`src/rtl/mvtgpd_pkg.sv`:
```
`default_nettype none

package mvtgpd_pkg;

   // Decoder phase: what the next complete varint means.
   typedef enum logic [1:0] {
      PH_CMD = 2'd0,
      PH_DX  = 2'd1,
      PH_DY  = 2'd2
   } phase_type;

   // Result kinds as they appear on the response channel.
   typedef enum logic [1:0] {
      KIND_MARKER    = 2'd0,
      KIND_VERTEX    = 2'd1,
      KIND_LINE_DONE = 2'd2,
      KIND_POLY_DONE = 2'd3
   } kind_type;

   // Command ids of the geometry stream.
   localparam logic [2:0] CMD_MOVE_TO    = 3'd1;
   localparam logic [2:0] CMD_LINE_TO    = 3'd2;
   localparam logic [2:0] CMD_CLOSE_PATH = 3'd7;

   // Feature geometry types.
   localparam logic [1:0] GEOM_POINT = 2'd1;
   localparam logic [1:0] GEOM_LINE  = 2'd2;
   localparam logic [1:0] GEOM_POLY  = 2'd3;

   // Configuration register indexes.
   localparam logic [1:0] CSR_ORIGIN_X   = 2'd0;
   localparam logic [1:0] CSR_ORIGIN_Y   = 2'd1;
   localparam logic [1:0] CSR_SCALE      = 2'd2;
   localparam logic [1:0] CSR_VERTEX_CAP = 2'd3;

   // Register values after reset.
   localparam logic [27:0] SCALE_RESET      = 28'd1048576;
   localparam logic [16:0] VERTEX_CAP_RESET = 17'd65536;

   // Event queue depth between front and back end; must be a power of two.
   localparam int QUEUE_DEPTH = 4;

   // Configuration register set.
   typedef struct packed {
      logic [31:0] origin_x;
      logic [31:0] origin_y;
      logic [27:0] scale;
      logic [16:0] vertex_cap;
   } cfg_type;

   // One event from the front end, with the cursor in tile units.
   typedef struct packed {
      kind_type    kind;
      logic [31:0] cur_x;
      logic [31:0] cur_y;
      logic [16:0] count;
      logic        last;
   } evt_type;

   // Up to two events written into the queue in one cycle.
   typedef struct packed {
      logic    valid0;
      logic    valid1;
      evt_type ev0;
      evt_type ev1;
   } push_type;

endpackage

`default_nettype wire

```
`src/rtl/mvtgpd_front.sv`:
```
`default_nettype none

module mvtgpd_front #(
   parameter int MAX_PATH_VERTICES = 65536
) (
   input  logic                 clock,
   input  logic                 reset,
   input  logic                 req_valid,
   output logic                 req_stall,
   input  logic [7:0]           req_data_byte,
   input  logic [1:0]           req_geom_type,
   input  logic                 req_last_byte,
   input  logic [16:0]          vertex_cap,
   input  logic                 q_room,
   output mvtgpd_pkg::push_type push
);

   localparam int MaxW = $clog2(MAX_PATH_VERTICES + 1);
   localparam int CmpW = (MaxW > 17) ? MaxW : 17;
   localparam logic [3:0] GroupsKept = 4'd5;
   localparam logic [3:0] LastGroup  = 4'd9;
   localparam logic [16:0] MinLineVerts = 17'd2;
   localparam logic [16:0] MinPolyVerts = 17'd3;

   // Decoder state.
   logic [34:0]           accum_ff, accum_in;
   logic [3:0]            shift_ff, shift_in;
   mvtgpd_pkg::phase_type phase_ff, phase_in;
   logic [2:0]            cmd_id_ff, cmd_id_in;
   logic [31:0]           pairs_ff, pairs_in;
   logic [31:0]           cur_x_ff, cur_x_in;
   logic [31:0]           cur_y_ff, cur_y_in;
   logic [31:0]           held_dx_ff, held_dx_in;
   logic [16:0]           pv_ff, pv_in;

   logic        accept;
   logic [5:0]  shamt;
   logic [34:0] merged;
   logic        done;
   logic        take;
   logic [31:0] param;
   logic [2:0]  word_id;
   logic [31:0] word_count;
   logic        is_dx, is_dy, is_cmd, fin;
   logic [31:0] dx_eff, dy_eff;
   logic [31:0] new_cx, new_cy;
   logic        marker;
   logic [CmpW-1:0] cap_ext;
   logic        cap_ok;
   logic        vert;
   logic [16:0] pv_inc;
   logic [31:0] pairs_dec;
   logic        path_reset;
   logic        move_done, close_done;
   logic [16:0] pv_after;
   logic        has_a, end_done;

   // Accept a request whenever the queue has room for two events.
   assign accept    = req_valid && q_room;
   assign req_stall = !q_room;

   // Merge this byte's seven payload bits into the varint; only five groups are kept.
   assign shamt  = 6'(shift_ff[2:0]) * 6'd7;
   assign merged = (shift_ff < GroupsKept) ?
                   (accum_ff | ({28'd0, req_data_byte[6:0]} << shamt)) : accum_ff;
   assign done   = !req_data_byte[7] || (shift_ff >= LastGroup);
   assign take   = done || req_last_byte;

   // Zigzag parameter and command word fields of the finished varint.
   assign param      = {1'b0, merged[31:1]} ^ {32{merged[0]}};
   assign word_id    = merged[2:0];
   assign word_count = merged[34:3];

   // Classify the finished varint by phase.
   assign is_dx  = take && (phase_ff == mvtgpd_pkg::PH_DX);
   assign is_dy  = take && (phase_ff == mvtgpd_pkg::PH_DY);
   assign is_cmd = take && (phase_ff != mvtgpd_pkg::PH_DX) && (phase_ff != mvtgpd_pkg::PH_DY);

   // A pair completes on its dy, or on a truncated end right after its dx.
   assign fin    = is_dy || (is_dx && req_last_byte);
   assign dx_eff = is_dx ? param : held_dx_ff;
   assign dy_eff = is_dy ? param : 32'd0;
   assign new_cx = cur_x_ff + dx_eff;
   assign new_cy = cur_y_ff + dy_eff;

   // Marker or path vertex, with the path capacity limit.
   assign marker  = (cmd_id_ff == mvtgpd_pkg::CMD_MOVE_TO) &&
                    (req_geom_type == mvtgpd_pkg::GEOM_POINT);
   assign cap_ext = (CmpW'(vertex_cap) < CmpW'(MAX_PATH_VERTICES)) ?
                    CmpW'(vertex_cap) : CmpW'(MAX_PATH_VERTICES);
   assign cap_ok  = CmpW'(pv_ff) < cap_ext;
   assign vert    = fin && !marker && cap_ok;
   assign pv_inc  = pv_ff + 17'd1;
   assign pairs_dec = pairs_ff - 32'd1;

   // Path completion from command words and from the end of the feature.
   assign path_reset = is_cmd && ((word_id == mvtgpd_pkg::CMD_MOVE_TO) ||
                                  (word_id == mvtgpd_pkg::CMD_CLOSE_PATH));
   assign move_done  = is_cmd && (word_id == mvtgpd_pkg::CMD_MOVE_TO) &&
                       (req_geom_type == mvtgpd_pkg::GEOM_LINE) && (pv_ff >= MinLineVerts);
   assign close_done = is_cmd && (word_id == mvtgpd_pkg::CMD_CLOSE_PATH) &&
                       (req_geom_type == mvtgpd_pkg::GEOM_POLY) && (pv_ff >= MinPolyVerts);
   assign pv_after   = path_reset ? 17'd0 : (vert ? pv_inc : pv_ff);
   assign has_a      = move_done || close_done || (fin && (marker || cap_ok));
   assign end_done   = req_last_byte && (req_geom_type == mvtgpd_pkg::GEOM_LINE) &&
                       (pv_after >= MinLineVerts);

   // Next state of the decoder.
   always_comb begin
      accum_in   = accum_ff;
      shift_in   = shift_ff;
      phase_in   = phase_ff;
      cmd_id_in  = cmd_id_ff;
      pairs_in   = pairs_ff;
      cur_x_in   = cur_x_ff;
      cur_y_in   = cur_y_ff;
      held_dx_in = held_dx_ff;
      pv_in      = pv_ff;
      if (accept) begin
         if (!take) begin
            accum_in = merged;
            shift_in = shift_ff + 4'd1;
         end else begin
            accum_in = 35'd0;
            shift_in = 4'd0;
            case (phase_ff)
               mvtgpd_pkg::PH_DX: begin
                  held_dx_in = param;
                  phase_in   = mvtgpd_pkg::PH_DY;
               end
               mvtgpd_pkg::PH_DY: begin
               end
               default: begin
                  phase_in = mvtgpd_pkg::PH_CMD;
                  if (path_reset) begin
                     pv_in = 17'd0;
                  end
                  if (((word_id == mvtgpd_pkg::CMD_MOVE_TO) ||
                       (word_id == mvtgpd_pkg::CMD_LINE_TO)) && (word_count != 32'd0)) begin
                     cmd_id_in = word_id;
                     pairs_in  = word_count;
                     phase_in  = mvtgpd_pkg::PH_DX;
                  end
               end
            endcase
            if (fin) begin
               cur_x_in = new_cx;
               cur_y_in = new_cy;
               pairs_in = pairs_dec;
               phase_in = (pairs_dec != 32'd0) ? mvtgpd_pkg::PH_DX : mvtgpd_pkg::PH_CMD;
               pv_in    = vert ? pv_inc : pv_ff;
            end
         end
         // The end of a feature returns the decoder to its reset state.
         if (req_last_byte) begin
            accum_in   = 35'd0;
            shift_in   = 4'd0;
            phase_in   = mvtgpd_pkg::PH_CMD;
            cmd_id_in  = 3'd0;
            pairs_in   = 32'd0;
            cur_x_in   = 32'd0;
            cur_y_in   = 32'd0;
            held_dx_in = 32'd0;
            pv_in      = 17'd0;
         end
      end
   end

   // Events written to the queue: the varint's own event first, then an end-of-line event.
   always_comb begin
      mvtgpd_pkg::evt_type ev_a;
      mvtgpd_pkg::evt_type ev_b;
      ev_a.cur_x = new_cx;
      ev_a.cur_y = new_cy;
      ev_a.last  = !end_done;
      if (move_done) begin
         ev_a.kind  = mvtgpd_pkg::KIND_LINE_DONE;
         ev_a.count = pv_ff;
      end else if (close_done) begin
         ev_a.kind  = mvtgpd_pkg::KIND_POLY_DONE;
         ev_a.count = pv_ff;
      end else if (marker) begin
         ev_a.kind  = mvtgpd_pkg::KIND_MARKER;
         ev_a.count = pv_ff;
      end else begin
         ev_a.kind  = mvtgpd_pkg::KIND_VERTEX;
         ev_a.count = pv_inc;
      end
      ev_b.kind  = mvtgpd_pkg::KIND_LINE_DONE;
      ev_b.cur_x = new_cx;
      ev_b.cur_y = new_cy;
      ev_b.count = pv_after;
      ev_b.last  = 1'b1;

      push.valid0 = accept && (has_a || end_done);
      push.valid1 = accept && has_a && end_done;
      push.ev0    = has_a ? ev_a : ev_b;
      push.ev1    = ev_b;
   end

   // State registers.
   always_ff @(posedge clock) begin
      if (reset) begin
         accum_ff   <= 35'd0;
         shift_ff   <= 4'd0;
         phase_ff   <= mvtgpd_pkg::PH_CMD;
         cmd_id_ff  <= 3'd0;
         pairs_ff   <= 32'd0;
         cur_x_ff   <= 32'd0;
         cur_y_ff   <= 32'd0;
         held_dx_ff <= 32'd0;
         pv_ff      <= 17'd0;
      end else begin
         accum_ff   <= accum_in;
         shift_ff   <= shift_in;
         phase_ff   <= phase_in;
         cmd_id_ff  <= cmd_id_in;
         pairs_ff   <= pairs_in;
         cur_x_ff   <= cur_x_in;
         cur_y_ff   <= cur_y_in;
         held_dx_ff <= held_dx_in;
         pv_ff      <= pv_in;
      end
   end

endmodule

`default_nettype wire

```
`config.mk`:
```
export PLATFORM = sky130hd
export DESIGN_NAME = mvtgpd_front
export DESIGN_NICKNAME = d
export VERILOG_FILES = /design/src/rtl/mvtgpd_pkg.sv /design/src/rtl/mvtgpd_front.sv
export SDC_FILE = /design/constraint.sdc
export NUM_CORES = 1
export LEC_CHECK = 0
export BUFFER_PORTS_ARGS = -buffer_cell sky130_fd_sc_hd__buf_4
export CORE_MARGIN = 3
export CORE_UTILIZATION = 59
export DETAILED_ROUTE_END_ITERATION = 7
export PLACE_DENSITY = 0.81
export SKIP_CTS_REPAIR_TIMING = 1
export SYNTH_ARGS = -nofsm -noshare
export SYNTH_HDL_FRONTEND = slang
export SYNTH_SLANG_ARGS = --single-unit
```
`constraint.sdc`:
```
create_clock -name clock -period 6.2 [get_ports clock]
set_clock_uncertainty 0.1 [all_clocks]
set_input_delay 0.31 -clock clock [delete_from_list [all_inputs] [get_ports clock]]
set_output_delay 0.31 -clock clock [all_outputs]
set_load 0.03 [all_outputs]
```
### Yosys cells after proc, flatten, opt, wreduce, memory -nomap -nowiden

Cells that the tools add are included.

| storage, ports and cells | value |
|---|---|
| bits of input ports | 32 |
| output and inout bits | 171 |
| logic and storage cells | 136 |
| flip-flop bits (word level) | 189 |

| cells by class | value |
|---|---|
| bitwise logic cells | 2 |
| $add $sub $neg | 5 |
| equal/unequal tests | 14 |
| shift-type cells | 1 |
| muxes and demuxes | 46 |
| multipliers | 1 |
| reductions and logical operators | 51 |
| order comparisons | 7 |

Operators with widths:

| cell | number |
|---|---|
| $mux W32 | 16 |
| $mux W17 | 11 |
| $mux W35 | 3 |
| $mux W84 | 1 |
| $add A32 B32 Y32 | 2 |
| $reduce_bool A32 Y1 | 2 |
| $ge A17 B2 Y1 const B | 3 |
| $or A35 B35 Y35 | 1 |
| $shl A7 B6 Y35 | 1 |
| $sub A32 B1 Y32 const B | 1 |
| $xor A31 B32 Y32 | 1 |
| $logic_and A1 B1 Y1 | 23 |
| $add A17 B1 Y17 const B | 1 |
| $lt A17 B17 Y1 | 1 |
| $lt A17 B17 Y1 const B | 1 |
| $mux W3 | 4 |
| $reduce_and A4 Y1 | 3 |
| $mux W2 | 5 |
| $logic_or A1 B1 Y1 | 9 |
| $reduce_and A3 Y1 | 3 |
| $mux W4 | 2 |
| $reduce_bool A2 Y1 | 4 |
| $eq A2 B2 Y1 const B | 3 |
| $eq A3 B1 Y1 const B | 2 |
| 16 further kinds | 24 |

### Logic depth before layout (Yosys ltp)

| logic depth | value |
|---|---|
| word-level depth | 14 |
| depth in mapped cells | 23 |
| mapped depth without buffers | 19 |

### Worst setup path after synthesis

No wires, ideal clock.

| timing | value |
|---|---|
| path kind | register to output |
| from | register shift_ff[0] |
| to | output port push[162] (netlist bit) |
| path slack | 587 ps |
| path buffers | 4 |
| data arrival time | 5203 ps |
| stages on the path, launching flop included | 23 |
| path through | dfxtp_1 clkbuf_1 clkbuf_1 inv_1 ha_1 nor3b_1 o211ai_1 nand2_1 clkbuf_1 o21ai_0 ha_1 inv_1 fa_1 nor2b_1 o21ai_0 a21boi_0 o31ai_1 o21ai_0 nand3_1 a21oi_1 o41ai_1 xnor2_1 buf_4 |

RTL lines:

| what | line | RTL |
|---|---|---|
| start: declaration | mvtgpd_front.sv:27 | `logic [3:0] shift_ff, shift_in;` |
| start signal: assignment | mvtgpd_front.sv:215 | `shift_ff <= shift_in;` |
| end: declaration | mvtgpd_front.sv:15 | `output mvtgpd_pkg::push_type push` |

==> impl_metrics.toml <==
[timing]
setup_viol = 0
finalCritPeriodShare_pct = 93.6
rsz0062_at_grt = "false"
clock.fmax_mhz = 172
setup_tns_ps = 0
finalHoldViolations = 0
max_slew_margin_pct = 28.9
worst_slack_ps = 397
slew_viol_final = 0
period_minus_slack_ps = 5800
tightest_slew_ps = 1060

[hold_path]
hold_class = "in -> reg"
whs_endpoint = "accum_ff[8]$_SDFFE_PP0P_"
min_path_cells = 3
worstHoldStart = "req_data_byte[1]"

[cts]
root_buffer = "clkbuf_16"
insertion_delay_ps = 450
clk_pin_slew_ps = 90
cts_sinks = 189
numCtsBuffers = 17
tritoncts = "done"
clk_path_buf_depth = 2
htreeDepth = 4

[setup_path]
r2r_end = "cur_y_ff[31]$_SDFFE_PP0P_"
worstSetupStartpoint = "shift_ff[2]$_SDFFE_PP0P_"
reg2regPathDepth = 17
path_class = "reg -> out"
crit_required_ps = 5790
cp_max_fo = 13
ff2ff_setup_slack_ps = 1090
timing.rr.start = "shift_ff[2]$_SDFFE_PP0P_"
end_kind = "output port"
cp-start-kind = "flip-flop"
arrival_ps = 5390

[synth]
syn_inst = 2028
ys_types = 81
ys_seq_area_share_pct = 25.8
syn_avg_cell_area_um2 = 7.22
synth_warnings = 0
synth-edff-count = 0
synth.ff_latch_count = 189
syn_area_um2 = 14700
ys.flop_type = "dfxtp_1"
synthArstFlopShare_pct = 0

[route]
viasPerCell = 6.34
first_pass_iters = 6
vias = 15300
drt_iter0_markers = 1779
avgRoutedWirePerCell_um = 18.8
ant_nets = 0
routed_wl_um = 45300
drc_errors = 0

[cells_and_area]
post-route-util_pct = 67.1
layout-drive-gt1-share_pct = 13.7
fillers = 2143
area_growth_pct = 11.7
final_common_cell = "nor2_1"
final_cells = 2413
diodes = 0
fin_nets = 2200
mostFrequentLayoutCells = "323 x nor2_1, 221 x buf_4, 215 x a21oi_1, 187 x dfxtp_1, 169 x nand2_1"

[global_route]
grt.overflow.total = 0
grt_pass1_wl_um = 71500
grt_pass1_vias = 13500
grtUsageTotal_pct = 32.8
grt_max_degree = 88
antenna_found_initial = 0

[power]
irDropWorstVdd_mv = 0.144
power_density_nw_per_um2 = 173
p_leak_nw = 7.03
p_total_mw = 2.83

[place]
routabilityCongestion = 0.977
place_ws_ps = 652
portBuffers = 199
dp.cells = 2381
place.detailed.hpwl_um = 33400

[job]
drv_cap = 0

[floorplan]
num_io_pins = 203
die_x_um = 164
die_h_um = 164
initial_core_util_pct = 60.1
core_area_um2 = 24400
dieArea_um2 = 26800
fp-row-count = 57

[run_status]
outcome = "complete, no violations"
## through the flow
step	instance area, µm²	hold WS, ps
global placement	15700	345
detailed placement	15700	355
global route	16400	91.3
CTS	16400	61.1
finish	16400	78.5
floorplan	14700	332
## area by class of cell
class,instances,area [µm²],area share (%)
Inverter,51,191,1.17
Timing Repair Buffer,222,1670,10.2
Clock buffer,17,425,2.60
Sequential cell,189,3790,23.1
Clock inverter,15,188,1.15
Tap cell,324,405,2.48
Multi-Input combinational cell,1595,9700,59.3
## worst max-delay path, stage by stage (launching register included)
cell       delay (ps)
dfxtp_1           610
nor3_1            200
buf_4             190
a21oi_4           380
buf_4             320
buf_4             270
xnor2_1           190
nor2_1             90
ha_1              360
o21ai_0           110
nor2_1            250
o21ai_0           220
o2111a_1          360
a2111oi_0         620
or3_1             200
nand3_1           130
xnor2_1           240
buf_4             200
## power by group
part	internal [mW]	switching [mW]	leakage, nW	total, mW
sequential	1.22	0.0164	1.53	1.24
clock	0.552	0.591	0.293	1.14
combinational	0.146	0.305	5.21	0.451
## worst max path at each step
| stage | to |
|---|---|
| after floorplan | push[162] |
| after global placement | push[80] |
| after detailed placement | push[164] |
| after CTS | push[164] |
| after global routing | push[163] |
| final | push[49] |
## sequential cells by signal, indices dropped and copies added (netlist names)
name / flops
accum_ff: 35
cur_x_ff: 32
cur_y_ff: 32
held_dx_ff: 32
pairs_ff: 32
pv_ff: 17
shift_ff: 4
cmd_id_ff: 3
phase_ff: 2
## Yosys cell counts, types with 14 or more instances
master	count	area share, %
a211oi_1	17	0.87
a21o_1	31	1.6
a21oi_1	218	7.4
a22o_1	17	1.0
a22oi_1	51	2.6
and2_1	15	0.64
and3_1	32	1.4
buf_4	67	3.4
clkbuf_1	115	2.9
dfxtp_1	189	26
ha_1	90	7.7
inv_1	51	1.3
nand2_1	169	4.3
nand2b_1	14	0.60
nand3_1	46	1.6
nor2_1	324	8.3
nor2b_1	18	0.77
nor3_1	36	1.2
nor4_1	17	0.73
o21ai_0	142	4.9
or3_1	16	0.68
xnor2_1	86	5.1
xor2_1	27	1.6
## metal layers
metal / wire [µm] / global-route usage, %
met5: 0 / 0
met2: 20400 / 52.1
met4: 1170 / 9.69
met1: 19300 / 46.1
met3: 4390 / 5.15
## kinds of logic (layout without fill, tap and decap cells)
group / after synthesis / count (layout) / synth area share [%]
DFF: 189 / 189 / 25.8
adders and majority gates: 92 / 92 / 7.96
muxes: 8 / 8 / 0.547
buffers and inverters: 245 / 305 / 8.20
other: 2 / 3 / 0.0513
AOI/OAI and AO/OA: 624 / 624 / 26.6
and+or+nand+nor: 754 / 754 / 23.9
xor gates and xnor gates: 114 / 114 / 6.87
No activity file was read; power rests on OpenSTA's default activity.
