**config.mk**
```make
export PLATFORM = sky130hd
export DESIGN_NAME = mvtgpd_queue
export DESIGN_NICKNAME = d
export VERILOG_FILES = /design/src/rtl/mvtgpd_pkg.sv /design/src/rtl/mvtgpd_queue.sv
export SDC_FILE = /design/constraint.sdc
export NUM_CORES = 1
export LEC_CHECK = 0
export BUFFER_PORTS_ARGS = -buffer_cell sky130_fd_sc_hd__buf_4
export CORE_AREA = 2 2 174 176
export DETAILED_ROUTE_END_ITERATION = 12
export DIE_AREA = 0 0 176 178
export PLACE_DENSITY = 0.79
export SYNTH_ARGS = -nofsm -noshare
export SYNTH_HDL_FRONTEND = slang
export SYNTH_SLANG_ARGS = --single-unit
```
**constraint.sdc**
```tcl
create_clock -name clock -period 9.73 [get_ports clock]
set_input_delay 0.4865 -clock clock [delete_from_list [all_inputs] [get_ports clock]]
set_output_delay 0.4865 -clock clock [all_outputs]
set_load 0.01 [all_outputs]
```
**src/rtl/mvtgpd_pkg.sv**
```systemverilog
`default_nettype none

package mvtgpd_pkg;

   // Decoder phase: what the next complete varint means.
   typedef enum logic [1:0] {
      PH_CMD = 2'd0,
      PH_DX  = 2'd1,
      PH_DY  = 2'd2
   } phase_type;

   // Result kinds as they appear on the response channel.
   typedef enum logic [1:0] {
      KIND_MARKER    = 2'd0,
      KIND_VERTEX    = 2'd1,
      KIND_LINE_DONE = 2'd2,
      KIND_POLY_DONE = 2'd3
   } kind_type;

   // Command ids of the geometry stream.
   localparam logic [2:0] CMD_MOVE_TO    = 3'd1;
   localparam logic [2:0] CMD_LINE_TO    = 3'd2;
   localparam logic [2:0] CMD_CLOSE_PATH = 3'd7;

   // Feature geometry types.
   localparam logic [1:0] GEOM_POINT = 2'd1;
   localparam logic [1:0] GEOM_LINE  = 2'd2;
   localparam logic [1:0] GEOM_POLY  = 2'd3;

   // Configuration register indexes.
   localparam logic [1:0] CSR_ORIGIN_X   = 2'd0;
   localparam logic [1:0] CSR_ORIGIN_Y   = 2'd1;
   localparam logic [1:0] CSR_SCALE      = 2'd2;
   localparam logic [1:0] CSR_VERTEX_CAP = 2'd3;

   // Register values after reset.
   localparam logic [27:0] SCALE_RESET      = 28'd1048576;
   localparam logic [16:0] VERTEX_CAP_RESET = 17'd65536;

   // Event queue depth between front and back end; must be a power of two.
   localparam int QUEUE_DEPTH = 4;

   // Configuration register set.
   typedef struct packed {
      logic [31:0] origin_x;
      logic [31:0] origin_y;
      logic [27:0] scale;
      logic [16:0] vertex_cap;
   } cfg_type;

   // One event from the front end, with the cursor in tile units.
   typedef struct packed {
      kind_type    kind;
      logic [31:0] cur_x;
      logic [31:0] cur_y;
      logic [16:0] count;
      logic        last;
   } evt_type;

   // Up to two events written into the queue in one cycle.
   typedef struct packed {
      logic    valid0;
      logic    valid1;
      evt_type ev0;
      evt_type ev1;
   } push_type;

endpackage

`default_nettype wire

```
**src/rtl/mvtgpd_queue.sv**
```systemverilog
`default_nettype none

module mvtgpd_queue (
   input  logic                 clock,
   input  logic                 reset,
   input  mvtgpd_pkg::push_type push,
   output logic                 q_room,
   input  logic                 q_pop,
   output logic                 q_not_empty,
   output mvtgpd_pkg::evt_type  q_head
);

   localparam int Depth = mvtgpd_pkg::QUEUE_DEPTH;
   localparam int PtrW  = $clog2(Depth);
   localparam int CntW  = $clog2(Depth + 1);

   mvtgpd_pkg::evt_type entries [Depth];

   logic [PtrW-1:0] wr_ptr_ff, wr_ptr_in;
   logic [PtrW-1:0] rd_ptr_ff, rd_ptr_in;
   logic [CntW-1:0] count_ff, count_in;
   logic [PtrW-1:0] wr_ptr_next;

   // Room means two free entries, enough for the most events one request makes.
   assign q_room      = count_ff <= CntW'(Depth - 2);
   assign q_not_empty = count_ff != '0;
   assign q_head      = entries[rd_ptr_ff];
   assign wr_ptr_next = wr_ptr_ff + PtrW'(1);

   // Pointer and fill count updates.
   always_comb begin
      wr_ptr_in = wr_ptr_ff + PtrW'(push.valid0) + PtrW'(push.valid1);
      rd_ptr_in = rd_ptr_ff + PtrW'(q_pop);
      count_in  = count_ff + CntW'(push.valid0) + CntW'(push.valid1) - CntW'(q_pop);
   end

   // Event storage, written at the tail and the entry after it.
   always_ff @(posedge clock) begin
      if (push.valid0) begin
         entries[wr_ptr_ff] <= push.ev0;
      end
      if (push.valid1) begin
         entries[wr_ptr_next] <= push.ev1;
      end
   end

   always_ff @(posedge clock) begin
      if (reset) begin
         wr_ptr_ff <= '0;
         rd_ptr_ff <= '0;
         count_ff  <= '0;
      end else begin
         wr_ptr_ff <= wr_ptr_in;
         rd_ptr_ff <= rd_ptr_in;
         count_ff  <= count_in;
      end
   end

endmodule

`default_nettype wire

```
# After elaboration in Yosys (flattened, before gate mapping)

Memory sizes are Yosys's and may differ from the RTL's. A register that Yosys moved wholly into a read port is not among the register bits.
Cells that the tools add are included.

Output and inout bits: 86
Memory bits (writable): 336
Word-level logic and storage cells: 18
Flip-flop bits (word level): 7
Memories: 1
Input bits: 173

Add/sub/neg operators: 7
Mux-type cells: 5
Reduce and logical (&&, ||, !) cells: 1
Magnitude comparators: 1

Memory list:

| memory  | depth | width | rd ports | clocked after Yosys merged registers in | wr ports | RTL line           | text |
|---|---|---|---|---|---|---|---|
| entries | 4     | 84    | 1        | 1                                       | 2        | mvtgpd_queue.sv:17 | `mvtgpd_pkg::evt_type entries [Depth];` |

Operator list:

| kind                | number |
|---|---|
| $add 2x1->2         | 3 |
| $add 3x1->3         | 2 |
| $mux 1              | 4 |
| $le 3x2->1 const B  | 1 |
| $reduce_bool 3->1   | 1 |
| $sub 3x1->3         | 1 |
| $add 2x1->2 const B | 1 |
| $mux 2              | 1 |

# Longest topological paths before layout

Gate-level depths: netlist of the first run.

Depth in word-level cells: 3
Mapped depth: 7
Gate-level depth less buffers: 7

# Worst setup path after synthesis of the first run

No wires, ideal clock.

Path type: input -> register
Start: input push[169] (netlist name)
End: memory entries[2][0] (netlist name) (enable)
Arrival: 6.439 ns
Setup slack: 2.649 ns
Required time: 9.088 ns
Path buffers: 0
Cell stages on the path: 2
Setup time: 0.642 ns
Cell sequence: nand2b_1 -> o21ai_0

RTL lines:

| what        | RTL line           | text |
|---|---|---|
| from (decl) | mvtgpd_queue.sv:6  | `input mvtgpd_pkg::push_type push,` |
| to (decl)   | mvtgpd_queue.sv:17 |  |

==> results of run 1 <==
metal layers:
| layer | GRT usage | vias up | wire length [µm] |
|---|---|---|---|
| li1 | - | 4029 | - |
| met1 | 0.3103 | 4573 | 15130 |
| met2 | 0.4001 | 304 | 18130 |
| met3 | 0.07055 | 30 | 3010 |
| met4 | 0.04270 | 0 | 442 |
| met5 | 0 | - | 0 |
final timing paths:
path,startpoint,end,slack (ps)
max,rd_ptr_ff[0]$_SDFF_PP0_,q_head[62],6120
min,reset,rd_ptr_ff[0]$_SDFF_PP0_,180
max reg2reg,wr_ptr_ff[1]$_SDFF_PP0_,entries[0][57]$_DFFE_PP_,6710
min reg2reg,count_ff[2]$_SDFF_PP0_,count_ff[2]$_SDFF_PP0_,660
stage by stage:
step | std cells | hold slack (ps) | cell area [µm²] | worst slack, ps | power (mW)
after floorplan | 853 | 558.1 | 16480 | 2649 | 2.424
after global placement | 1462 | 625.2 | 18780 | 6557 | 2.719
after detailed placement | 1462 | 650.9 | 18780 | 6522 | 2.735
after CTS | 1530 | 165.6 | 19960 | 5965 | 4.088
after global routing | 1530 | 190.2 | 19960 | 5835 | 4.203
final | 1532 | 183.6 | 19960 | 6121 | 4.052
synthesized netlist by cell type:
| cell | n | share of area |
|---|---|---|
| a21o_1 | 1 | 0.00046 |
| mux4_2 | 84 | 0.11 |
| edfxtp_1 | 336 | 0.61 |
| inv_1 | 6 | 0.0014 |
| nand3_1 | 1 | 0.00030 |
| nor3b_2 | 1 | 0.00076 |
| nand3b_1 | 2 | 0.00091 |
| buf_2 | 38 | 0.012 |
| nand2_1 | 1 | 0.00023 |
| mux2i_1 | 1 | 0.00061 |
| xor2_1 | 1 | 0.00053 |
| buf_4 | 3 | 0.0014 |
| nor2_1 | 6 | 0.0014 |
| dfxtp_1 | 7 | 0.0085 |
| buf_6 | 6 | 0.0041 |
| nand2b_1 | 1 | 0.00038 |
| nor2b_1 | 4 | 0.0015 |
| ha_1 | 3 | 0.0023 |
| o21ai_0 | 2 | 0.00061 |
| buf_1 | 5 | 0.0011 |
| mux2_2 | 336 | 0.23 |
| clkbuf_1 | 3 | 0.00068 |
| xnor2_1 | 2 | 0.0011 |
| fa_1 | 3 | 0.0036 |
registers in the layout, summed over array words and instances, names as in the netlist:
register / flops
entries: 336
count_ff: 3
rd_ptr_ff: 2
wr_ptr_ff: 2
worst register-to-register path: cells and delay by family (launching register included):
family          cells  cell delay [ps]
flops               1              620
compound gates      1              180
simple gates        1              600
buf+inv             2             1210
cell usage in the layout (no fill, tap or decap), types with 3 or more instances in the layout:
cell type  netlist  routed
ha_1             3       3
buf_4            3     274
clkbuf_1         3      13
clkbuf_16        0      41
fa_1             3       3
mux4_2          84      84
dfxtp_1          7       5
clkinv_1         0       7
nor2_1           6       4
clkinv_2         0       4
inv_1            6       6
mux2_2         336     336
edfxtp_1       336     336
nor2b_1          4       4
cells by family (layout without fill, tap and decap cells):
logic type      Yosys count  count (layout)  synth area share
fa+ha+maj                 6               6          0.005922
other cells               0               2                 0
simple gates             16              16          0.005466
xor+xnor                  3               3          0.001595
compound gates            3               3          0.001063
buf+inv                  61             348           0.02020
mux                     421             421            0.3450
flops                   343             343            0.6208
power by group:
group	internal, mW	switching [mW]
logic	0.402	0.375
registers	1.86	0.0632
clock network	0.809	0.547
total	3.07	0.986
area by class of cell:
cell class	count	area [µm²]	area share
Antenna cell	2	5.005	0.0002507
Tap cell	390	488.0	0.02445
Clock inverter	12	76.32	0.003824
Inverter	6	22.52	0.001128
Multi-Input combinational cell	449	5973	0.2992
Clock buffer	56	1102	0.05522
Timing Repair Buffer	274	2057	0.1030
Sequential cell	343	10240	0.5128
==> qor.csv, run 1 <==
metric;value;unit
cell class contributing the biggest share of worst-path delay;buffers and inverters;
Setup CP Type;register to output port;
Die W;176;µm
CP peak stage delay;890;ps
# fillers;2013;
Slew @ Worst Pin;1116;ps
fin util;0.6789;
Starting Density;0.5605;
clock-pin slew on the worst setup and hold paths;60;ps
number of max-cap violations;0;
CP bufs+invs;2;
Syn Nets;1032;
Worst setup EP type;output port;
Slew headroom;0.2542;
first-pass GRT wire length;55790;µm
vias in the first global route;9628;
RSZ-0062 raised after global routing;false;
CTS tree;yes;
DR pass1 iterations;5;
Die Y;178;µm
fin. max-slew vios;0;
Cells on Worst Hold Path;2;
Port Buf Inserts;258;
via count;8936;
Final setup viols;0;
CP Cell Sequence;buf_4 > mux4_2 > buf_4;
initial antenna violation count;3;
final hold vios;0;
Ports;259;
sinks on the clock net;343;
CTS HTree Levels;2;
Root Driver;clkbuf_16;
mean area per synthesized cell;19.32;µm²
Synth cell types;24;
# nets final;1291;
PD cells;203.0;mW/mm²
post-synthesis sequential area ratio;0.6208;
share of cells above drive strength 1;0.6579;
CP startpoint kind;register;
Initial DRC Count;655;
worst vdd ir;126.9;µV
synthesized area;0.01648;mm²
flops & latches, synth;343;
Core Rows;63;
Worst EP arrival;3120;ps
most used cell, CP;buf_4;
GPL Wtd Cong;0.7419;
Ys Warns;0;
Critical Path Stages;3;
Area Overhead vs Synth;21.13;%
worst clock skew;10.66;ps
FMAX;277.1;MHz
cts bufs inserted;38;
CP max stage cell;dfxtp_4;
Max Fanout on Critical Path;46;
post-cts hold buffer count;0;
total global-route track usage;0.2368;
CP Data Required Time;9240;ps
HPWL after DPL;22290;µm
via/cell ratio;5.833;
status;finished clean;
Longest Clk Path Bufs;3;
post-CTS resize count;0;
Final ANT Viol Nets;0;
crit path time final;3609;ps
Hold Crit Class;input port to register;
DR WL/cell;23.96;µm
period utilization;0.3709;
largest net degree at the start of global routing;54;
die area;0.03133;mm²
core footprint;0.02940;mm²
total gr overflow;0;
setup repair bufs after CTS;0;
Leakage Power;7.078;nW
worst reg-to-reg path cell count;4;
DRT Wirelength;36710;µm
Synth Instances;853;
DRC viols;0;
latest clock arrival within the worst-skew pair;510;ps
Setup TNS;0;ps
Note: power is estimated with default switching activity, not from simulation.
==> inputs of run 2 (changes only) <==
CORE_AREA = 2 2 182 184   (was 2 2 174 176)
DIE_AREA = 0 0 184 186   (was 0 0 176 178)
PLACE_DENSITY = 0.76   (was 0.79)
clock period = 3 ns   (was 9.73 ns; I/O delays follow)
==> run 2 against run 1 <==
Compared with the run above:
- via count is 13% higher
- routed wire length is 10% higher
- sequential share of layout area is 6.3 points lower
- total power grew to 3.4 times the previous value
- global-route usage is 0.12 points higher
- sequential power grew to 3.2 times the previous value
- die area is 9.2% higher
- cell count is 18% higher
- clock skew is 0.63 ps lower
- clock-buffer cell count is 3 lower
- hold slack worse by 140 ps
- sequential cell count stayed put
- critical path type is now register to register
==> qor.csv, run 2 (same netlist as run 1, synthesis figures left out) <==
metric;value;unit
status;finished clean;
die area;0.03422;mm²
# nets final;1552;
hold_ws;46.02;ps
sinks on the clock net;343;
worst vdd ir;454.8;µV
latest clock arrival within the worst-skew pair;510;ps
part of the power in registers;0.454;
Port Buf Inserts;258;
Ports;259;
Net Sw Frac;0.2474;
worst clock skew;10.03;ps
fin cells;1812;
Biggest register;entries;
Area Overhead vs Synth;38.07;%
largest net degree at the start of global routing;85;
Max Fanout on Critical Path;46;
initial antenna violation count;1;
Slew headroom;0.4751;
post-placement cell count;1487;
Clk pwr share;0.325;
DRT Wirelength;40500;µm
cts bufs inserted;38;
fin. max-slew vios;0;
Worst setup EP type;register;
GPL Wtd Cong;0.7225;
total gr overflow;0;
Slew @ Worst Pin;784.4;ps
CP peak stage delay;630;ps
CTS tree;yes;
Post-DP Area;0.01903;mm²
Starting Density;0.5117;
most frequent cells in the layout;336 x mux2_2, 336 x edfxtp_1, 267 x buf_4;
Root Driver;clkbuf_16;
Final Cell Area;0.02275;mm²
vias in the first global route;11240;
share of cells above drive strength 1;0.5396;
CTS HTree Levels;2;
Final ANT Viol Nets;0;
DR WL/cell;22.35;µm
Longest Clk Path Bufs;3;
Die W;184;µm
Design Power;13.63;mW
PD cells;599.0;mW/mm²
Int Pwr;10.26;mW
Largest register FFs;336;
final hold vios;0;
FMAX;382.4;MHz
most used cell, CP;buf_12;
Setup TNS;0;ps
Die Y;186;µm
fin util;0.7065;
cell class contributing the biggest share of worst-path delay;buffers and inverters;
DRC viols;0;
area of the multi-input gates;0.005973;mm²
CP Cell Sequence;nand3b_1 > buf_12 > buf_12 > mux2_2 > dlygate4sd3_1;
clock-pin slew on the worst setup and hold paths;60;ps
CP bufs+invs;3;
Worst EP arrival;2880;ps
Leakage Power;8.230;nW
Setup CP Type;register to register;
pre-CTS setup slack;774.6;ps
period utilization;0.8716;
via count;10080;
first-pass GRT wire length;61750;µm
via/cell ratio;5.565;
CP Data Required Time;3260;ps
core footprint;0.03221;mm²
setup repair bufs after CTS;0;
number of max-cap violations;0;
final worst setup slack;385.1;ps
RSZ-0062 raised after global routing;false;
CP startpoint kind;register;
net switching power;3.372;mW
CP max stage cell;dfxtp_1;
Final setup viols;0;
largest registers;entries (336), count_ff (3);
FF+latch area;0.01024;mm²
Logic pwr share;0.221;
Hold Crit Class;input port to register;
total global-route track usage;0.2380;
DR pass1 iterations;4;
Initial DRC Count;552;
# fillers;2001;
crit path time final;2615;ps
Core Rows;66;
HPWL after DPL;21370;µm
-- run 2: cell types whose count changed in the layout (fill, tap and decap cells not counted) --
cell,change
buf_4,-7
clkbuf_8,-1
clkinv_1,+4
clkbuf_1,-2
diode_2,-1
clkinvlp_4,+1
dlygate4sd3_1,+254
buf_12,+14
-- run 2: worst paths after layout --
kind                                start                        to  slack, ps  depth (start not counted)
setup / recovery  wr_ptr_ff[1]$_SDFF_PP0_  entries[2][70]$_DFFE_PP_        390                          5
hold / removal                      q_pop   rd_ptr_ff[1]$_SDFF_PP0_         50                          4
setup reg to reg  wr_ptr_ff[1]$_SDFF_PP0_  entries[2][70]$_DFFE_PP_        390                          5
hold reg to reg    count_ff[2]$_SDFF_PP0_    count_ff[2]$_SDFF_PP0_        650                          4
-- run 2: worst reg2reg max path: stages (launching register included) --
cell and delay [ps]:
dfxtp_1 630, nand3b_1 220, buf_12 190, buf_12 310
mux2_2 450, dlygate4sd3_1 560
-- run 2: final cells by class --
cell class / instances / share of cell area
Clock buffer: 53 / 0.04751
Multi-Input combinational cell: 449 / 0.2625
Sequential cell: 343 / 0.4499
Clock inverter: 17 / 0.004344
Tap cell: 408 / 0.02244
Inverter: 6 / 0.0009898
Antenna cell: 1 / 0.0001100
Timing Repair Buffer: 535 / 0.2122
-- run 2: timing repair --
item | CTS | global route
endpoints found under the hold margin | 343 | 0
resized for setup | 0 | 0
hold buffers | 254 | 0
-- run 2: power groups by stage --
| stage | logic (mW) | registers, mW | clock network [mW] |
|---|---|---|---|
| after floorplan | 1.57 | 6.23 | 0 |
| after global placement | 2.61 | 6.27 | 0 |
| after detailed placement | 2.64 | 6.30 | 0 |
| after CTS | 3.00 | 6.20 | 4.51 |
| after global routing | 3.21 | 6.24 | 4.69 |
| final | 3.01 | 6.19 | 4.43 |
-- run 2: per-layer routing --
metal / GRT usage / vias up / share of wire
met5: 0 / - / 0
met4: 0.07360 / 0 / 0.025
met3: 0.05889 / 85 / 0.072
met2: 0.4303 / 350 / 0.51
met1: 0.2803 / 5088 / 0.39
li1: - / 4560 / -
==> inputs of run 3 (changes only) <==
REMOVE_ABC_BUFFERS = 1   (was unset)
SKIP_CTS_REPAIR_TIMING = 1   (was unset)
==> run 3 against run 2 <==
Compared with the run above:
- total power shrank 0.38%
- sequential share of layout area grew 0.20 points
- global-route usage shrank 2.0 points
- largest power group unchanged
- sequential power is essentially flat
==> qor.csv, run 3 (same netlist as run 1, synthesis figures left out) <==
metric;value;unit
FMAX;386.0;MHz
worst clock skew;13.83;ps
CTS HTree Levels;2;
Longest Clk Path Bufs;3;
Largest register FFs;336;
clock-pin slew on the worst setup and hold paths;60;ps
Root Driver;clkbuf_16;
PD cells;599.3;mW/mm²
Final Cell Area;0.02265;mm²
via count;10140;
largest registers;entries (336), count_ff (3);
Biggest register;entries;
Setup TNS;0;ps
final hold vios;0;
largest net degree at the start of global routing;85;
# nets final;1548;
Design Power;13.58;mW
status;finished clean;
Slew @ Worst Pin;717.4;ps
CTS tree;yes;
die area;0.03422;mm²
Post-DP Area;0.01895;mm²
wire length on met1;16300;µm
core footprint;0.03221;mm²
fin. max-slew vios;0;
worst vdd ir;557.2;µV
Worst setup EP type;register;
Starting Density;0.5117;
top sig layer;met4;
Leakage Power;8.192;nW
Hold Crit Class;input port to register;
Core Rows;66;
fin cells;1808;
CP Data Required Time;3260;ps
latest clock arrival within the worst-skew pair;510;ps
crit path time final;2591;ps
final worst setup slack;409.0;ps
GPL Wtd Cong;0.7328;
DRT Wirelength;40690;µm
Slew headroom;0.5218;
post-placement cell count;1483;
initial antenna violation count;2;
fin util;0.7034;
DR WL/cell;22.51;µm
Met2 Wirelength;20950;µm
HPWL after DPL;21120;µm
number of max-cap violations;0;
total gr overflow;0;
Port Buf Inserts;258;
DR pass1 iterations;5;
Final ANT Viol Nets;0;
Ports;259;
cts bufs inserted;38;
Worst EP arrival;2850;ps
Max Fanout on Critical Path;47;
sinks on the clock net;343;
most frequent cells in the layout;336 x mux2_2, 336 x edfxtp_1, 267 x buf_4;
first-pass GRT wire length;56280;µm
vias in the first global route;9770;
total global-route track usage;0.2179;
via/cell ratio;5.610;
period utilization;0.8637;
Cells on Worst Hold Path;3;
pre-CTS setup slack;949.2;ps
DRC viols;0;
Die W;184;µm
Final setup viols;0;
Area Overhead vs Synth;37.46;%
RSZ-0062 raised after global routing;false;
Setup CP Type;register to register;
met3 wire length;2592;µm
share of cells above drive strength 1;0.5397;
Initial DRC Count;631;
Die Y;186;µm
worst reg-to-reg path cell count;4;
CP startpoint kind;register;
hold_ws;86.61;ps
-- run 3: cell types whose count changed in the layout (fill, tap and decap cells not counted), sizes merged --
cell and change:
clkbuf -5, buf -4, diode +2, inv +2, bufinv +1, clkinv +1, clkinvlp -1
-- run 3: path summary, 6_finish.rpt --
path	slack, ps	startpoint	endpoint
worst max-delay path	410	wr_ptr_ff[1]$_SDFF_PP0_	entries[2][18]$_DFFE_PP_
worst max register to register	410	wr_ptr_ff[1]$_SDFF_PP0_	entries[2][18]$_DFFE_PP_
worst min register to register	640	count_ff[2]$_SDFF_PP0_	count_ff[2]$_SDFF_PP0_
worst min-delay path	90	push[169]	wr_ptr_ff[0]$_SDFF_PP0_
-- run 3: cell type report --
class / instances / area [µm²]
Antenna cell: 3 / 7.507
Sequential cell: 343 / 10240
Timing Repair Buffer: 531 / 4747
Tap cell: 408 / 510.5
Fill cell: 2117 / 9553
Multi-Input combinational cell: 449 / 5973
Inverter: 6 / 22.52
Clock inverter: 20 / 145.1
Clock buffer: 48 / 1010
-- run 3: report_power, final --
| part | leakage, nW | switching (mW) | internal [mW] | total, mW |
|---|---|---|---|---|
| sequential | 3.21 | 0.157 | 6.01 | 6.17 |
| clock | 0.568 | 1.84 | 2.55 | 4.40 |
| combinational | 4.41 | 1.38 | 1.63 | 3.01 |
-- run 3: per-layer routing --
layer	track usage	up-vias
met5	0	-
met4	0.06528	0
met3	0.05420	67
met2	0.3675	335
met1	0.2805	5195
li1	-	4545
-- run 3: worst max-delay path, stage by stage, from the launching register on --
cell	delay, ps
dfxtp_1	640
nand3b_1	360
buf_12	350
mux2_2	390
dlygate4sd3_1	570
